===== src/rtl/core/tzs_pkg.sv =====
`timescale 1ns / 1ps
// tzs_pkg: shared constants, word types and helpers of the triangle z-plane slicer
// depends on nothing; used by every module under rtl/core

package tzs_pkg;

   localparam int FRAC_BITS  = 16;
   localparam int COORD_W    = 32;
   localparam int QUO_W      = FRAC_BITS + 1;
   localparam int PROD_W     = COORD_W + QUO_W;
   localparam int NUM_LANES  = 3;
   localparam int LANE_IDX_W = 2;
   localparam int ITEM_GAP   = 3;
   localparam int GAP_W      = 2;

   typedef logic signed [COORD_W-1:0] coord_type;
   typedef logic [COORD_W-1:0]        mag_type;
   typedef logic [COORD_W:0]          diff_type;
   typedef logic [QUO_W-1:0]          quo_type;
   typedef logic [NUM_LANES-1:0]      lane_mask_type;

   typedef struct packed {
      coord_type a_x;
      coord_type a_y;
      coord_type a_z;
      coord_type b_x;
      coord_type b_y;
      coord_type b_z;
      coord_type c_x;
      coord_type c_y;
      coord_type c_z;
   } req_word_type;

   typedef struct packed {
      coord_type point_x;
      coord_type point_y;
      coord_type point_z;
      logic      last_point;
   } rsp_word_type;

   typedef struct packed {
      coord_type x;
      coord_type y;
      coord_type z;
   } vertex_type;

   typedef struct packed {
      vertex_type s;
      vertex_type e;
   } edge_type;

   // what travels beside the divider: hit flag, start point and per-axis span
   typedef struct packed {
      logic      hit;
      coord_type s_x;
      coord_type s_y;
      coord_type s_z;
      mag_type   m_x;
      mag_type   m_y;
      mag_type   m_z;
      logic      neg_x;
      logic      neg_y;
      logic      neg_z;
   } lerp_side_type;

   typedef struct packed {
      logic      hit;
      coord_type x;
      coord_type y;
      coord_type z;
   } lane_res_type;

   // magnitude of a 33-bit difference of two coordinates, fits 32 bits
   function automatic mag_type mag_of(diff_type d);
      diff_type n;
      n = -d;
      return d[COORD_W] ? n[COORD_W-1:0] : d[COORD_W-1:0];
   endfunction

   function automatic diff_type sub_ext(coord_type a, coord_type b);
      return {a[COORD_W-1], a} - {b[COORD_W-1], b};
   endfunction

endpackage


===== src/rtl/core/tzs_merge.sv =====
`timescale 1ns / 1ps
// tzs_merge: collects the three lane results of a triangle and sends the hits in edge order
// depends on tzs_pkg

module tzs_merge (
   input  logic                                         clock,
   input  logic                                         reset,
   input  tzs_pkg::lane_res_type [tzs_pkg::NUM_LANES-1:0] lane_res,
   output logic                                         rsp_strobe,
   output tzs_pkg::rsp_word_type                        rsp_word
);
   import tzs_pkg::*;

   lane_mask_type hits, mask, rest, pend_ff, pend_in;
   lane_res_type [NUM_LANES-1:0] buf_ff, buf_in, src;
   logic [LANE_IDX_W-1:0] sel;
   logic         strobe_ff, strobe_in;
   rsp_word_type word_ff, word_in;

   always_comb begin
      for (int i = 0; i < NUM_LANES; i++) begin
         hits[i] = lane_res[i].hit;
      end
      // a new triangle only shows up once the previous one has drained
      mask   = hits | pend_ff;
      src    = (hits != '0) ? lane_res : buf_ff;
      buf_in = src;
      sel    = '0;
      for (int i = NUM_LANES - 1; i >= 0; i--) begin
         if (mask[i]) begin
            sel = LANE_IDX_W'(i);
         end
      end
      rest    = mask & ~(lane_mask_type'(1) << sel);
      pend_in = rest;
      strobe_in          = (mask != '0);
      word_in.point_x    = src[sel].x;
      word_in.point_y    = src[sel].y;
      word_in.point_z    = src[sel].z;
      word_in.last_point = (rest == '0);
   end

   always_ff @(posedge clock) begin
      if (reset) begin
         pend_ff   <= '0;
         strobe_ff <= 1'b0;
      end else begin
         pend_ff   <= pend_in;
         strobe_ff <= strobe_in;
      end
      buf_ff  <= buf_in;
      word_ff <= word_in;
   end

   assign rsp_strobe = strobe_ff;
   assign rsp_word   = word_ff;

endmodule


===== config.mk =====
export PLATFORM = sky130hd
export DESIGN_NAME = tzs_merge
export DESIGN_NICKNAME = d
export VERILOG_FILES = /design/src/rtl/core/tzs_pkg.sv /design/src/rtl/core/tzs_merge.sv
export SDC_FILE = /design/constraint.sdc
export NUM_CORES = 1
export LEC_CHECK = 0
export ABC_CLOCK_PERIOD_IN_PS = 2300
export BUFFER_PORTS_ARGS = -buffer_cell sky130_fd_sc_hd__buf_2
export CAP_MARGIN = 5
export CORE_ASPECT_RATIO = 1.4
export CORE_MARGIN = 1
export CORE_UTILIZATION = 48
export DETAILED_ROUTE_END_ITERATION = 12
export MAX_ROUTING_LAYER = met4
export PLACE_DENSITY = 0.76
export SYNTH_ARGS = -nofsm -noshare
export SYNTH_HDL_FRONTEND = slang
export SYNTH_SLANG_ARGS = --single-unit

===== constraint.sdc =====
create_clock -name clock -period 2.3 [get_ports clock]
set_clock_uncertainty 0.15 [all_clocks]
set_input_delay 0 -clock clock [delete_from_list [all_inputs] [get_ports clock]]
set_output_delay 0 -clock clock [all_outputs]
set_load 0.01 [all_outputs]

==> results.yml <==
run_status:
  status: "finished clean"
floorplanning:
  die_area_um2: 31100
  core_area_um2: 29900
  rows: 75
  start_util_pct: 48.8
  fp.dieW_um: 149
  dieHeight_um: 208
  io_pins: 391
placed_design:
  dp_cells: 1978
  io_buffers: 390
  dp.final_hpwl_um: 25800
  place_congestion: 0.822
critical_path:
  worstSetupEndpoint: "rsp_word[33]"
  crit_start: "pend_ff[1]"
  cp.required_ps: 2520
  crit_fanout: 61
  slowest_stage: "buf_4"
  critPathMaxStageDelay_ps: 540
  cp.arrival_ps: 2380
  cp_cell_sequence: "nor2_4, buf_4, a21o_4, buf_12, a221oi_1"
  r2r_setup_slack_ps: 140
  ff2ff_path_depth: 5
  endpoint_kind: "register"
  crit_path_start_kind: "register"
  r2r-end: "rsp_word[33]"
  r2r_start: "pend_ff[1]"
  crit_type: "register to register"
detailed_routing:
  wirelength_um: 48900
  wire_per_inst_um: 20.8
  dr_total_vias: 13300
  drc: 0
  dr.pass1.iters: 5
  viasPerCell: 5.64
  drtIter0Drc: 727
  ant_nets: 0
timing:
  fmax_mhz: 462
  post-route-min-period_ps: 2160
  slew_violations: 0
  rsz0062_at_grt: "false"
  tightest_slew_ps: 813
  fin_hold_ws_ps: 47.9
  final_hold_viol_count: 0
  fin_crit_sh_pct: 94.0
  setup_tns_ps: 0
  max_slew_margin_pct: 44.4
  finalSetupViolCount: 0
cts:
  clockBufferDepth: 3
  root_buffer: "clkbuf_16"
  path_clk_slew_ps: 70
  h-tree-depth: 2
  clock_sinks: 389
  tritoncts: "built"
  ctsResizeCount: 0
  insertion_delay_ps: 530
  numCtsBuffers: 37
yosys:
  syn_nets: 1580
  ys_seq_area_share_pct: 53.4
  synth_top_family_by_area: "compound AO/OA/AOI/OAI gates"
  synthAdderAreaFrac_pct: 0.0686
  synth-xor-area-share_pct: 0
  syn_area_um2: 14600
  ys_types: 21
  synth-simple-area-share_pct: 0.480
  synth_seq_cells: 389
  yosys_warnings: 0
  synth-compound-area-share_pct: 24.0
  synth.area.mux_share_pct: 13.2
  syn-instance-count: 1287
  postSynthAreaPerCell_um2: 11.3
layout:
  areaGrowthSynthToFinish_pct: 45.5
  post-route-util_pct: 70.9
  drive_above_1_share_pct: 26.8
  nNetsFinal: 2229
  instances_no_fill: 2352
global_routing:
  grt_pass1_vias: 14200
  grt_max_degree: 67
  antenna_found_initial: 6
  overflow: 0
  grt.total_usage_pct: 31.8
  grt_pass1_wl_um: 75000
flow_run:
  maxCapViolations: 0
pwr:
  powerDensity_nw_per_um2: 766
  p_leak_nw: 9.65
  ir_drop_uv: 713
worst_hold_path:
  hold_class: "input pin to register"
-- how the worst min path moves through the flow --
stage	depth (start not counted)	start	endpoint	slack, ps
global placement	2	reset	rsp_strobe	50
global route	4	lane_res[290]	buf_ff[138]	60
detailed placement	2	reset	rsp_strobe	60
finish	4	lane_res[290]	buf_ff[138]	50
floorplan	1	reset	rsp_strobe	-80
CTS	4	lane_res[290]	rsp_word[93]	20
-- synth_stat cells --
cell / instances / area share (%)
a2111oi_0: 96 / 5.8
a21o_1: 97 / 5.0
a21oi_1: 1 / 0.034
a221oi_1: 56 / 3.4
a221oi_2: 40 / 4.1
buf_1: 2 / 0.051
buf_2: 39 / 1.3
buf_4: 9 / 0.46
buf_6: 7 / 0.54
clkbuf_1: 60 / 1.5
conb_1: 1 / 0.026
dfxtp_1: 389 / 53
inv_1: 192 / 4.9
maj3_1: 1 / 0.069
mux2i_1: 192 / 13
nor2_1: 3 / 0.077
nor3_1: 3 / 0.10
nor3_4: 1 / 0.11
nor4_4: 1 / 0.15
o31a_1: 96 / 5.8
or2_1: 1 / 0.043
-- critical path, delay by kind of cell, from the launching register on --
family	cells	cell delay [ps]
buffers and inverters	2	830
DFF	1	360
AOI/OAI and AO/OA	2	440
and+or+nand+nor	1	140
-- logic make-up after synthesis --
logic type | after synthesis
flip-flops | 389
AO/OA/AOI/OAI | 386
buffers and inverters | 309
multiplexers | 192
AND/OR/NAND/NOR | 9
adder cells (fa/ha/maj) | 1
other | 1
-- what timing repair did --
item	4_1_cts	5_1_grt
endpoints found under the hold margin	387	0
buffers inserted	0	0
hold buffers	304	0
-- layout make-up --
cell class                      count  area, µm²
Fill cell                        1888       8700
Sequential cell                   389       7790
Multi-Input combinational cell    589       5530
Timing Repair Buffer              727       5460
Clock buffer                       53       1100
Inverter                          192        721
Tap cell                          385        482
Clock inverter                     11        139
Antenna cell                        6       15.0
-- per-layer routing --
layer	wire [µm]	up-vias	global-route usage, %
li1	-	6008	-
met5	0	-	-
met1	17400	6390	32.3
met3	3060	211	6.34
met4	2820	0	18.6
met2	25600	653	55.8
-- registers in the layout (all words and copies together) (netlist names) --
| name | cells |
|---|---|
| buf_ff | 288 |
| rsp_word | 97 |
| pend_ff | 3 |
| rsp_strobe | 1 |
-- metrics by stage --
step	cell area, µm²	setup slack (ps)	power (W)
after floorplan	14600	471	0.00873
after global placement	16900	233	0.00946
after detailed placement	16900	189	0.00952
after CTS	21200	176	0.0161
after global routing	21200	54.5	0.0168
final	21200	137	0.0163
-- power by group --
group          switching (W)  internal, W  total [W]
clock network        0.00265      0.00367    0.00632
registers           0.000222      0.00733    0.00755
logic                0.00119      0.00121    0.00240
-- cell usage in the layout (no fill, tap or decap), types with 2 or more instances in the layout --
cell type	synthesis	routed
dfxtp_1	389	389
buf_2	39	387
dlygate4sd3_1	0	304
mux2i_1	192	192
inv_1	192	192
o31a_1	96	96
a21o_1	97	96
a2111oi_0	96	96
a221oi_1	56	56
a221oi_2	40	40
clkbuf_16	0	39
buf_4	9	19
buf_12	0	17
clkbuf_8	0	7
clkbuf_1	60	7
diode_2	0	6
clkinv_2	0	5
nor3_1	3	3
bufinv_16	0	3
nor2_1	3	2
clkinvlp_4	0	2
(Power assumes the default switching activity.)
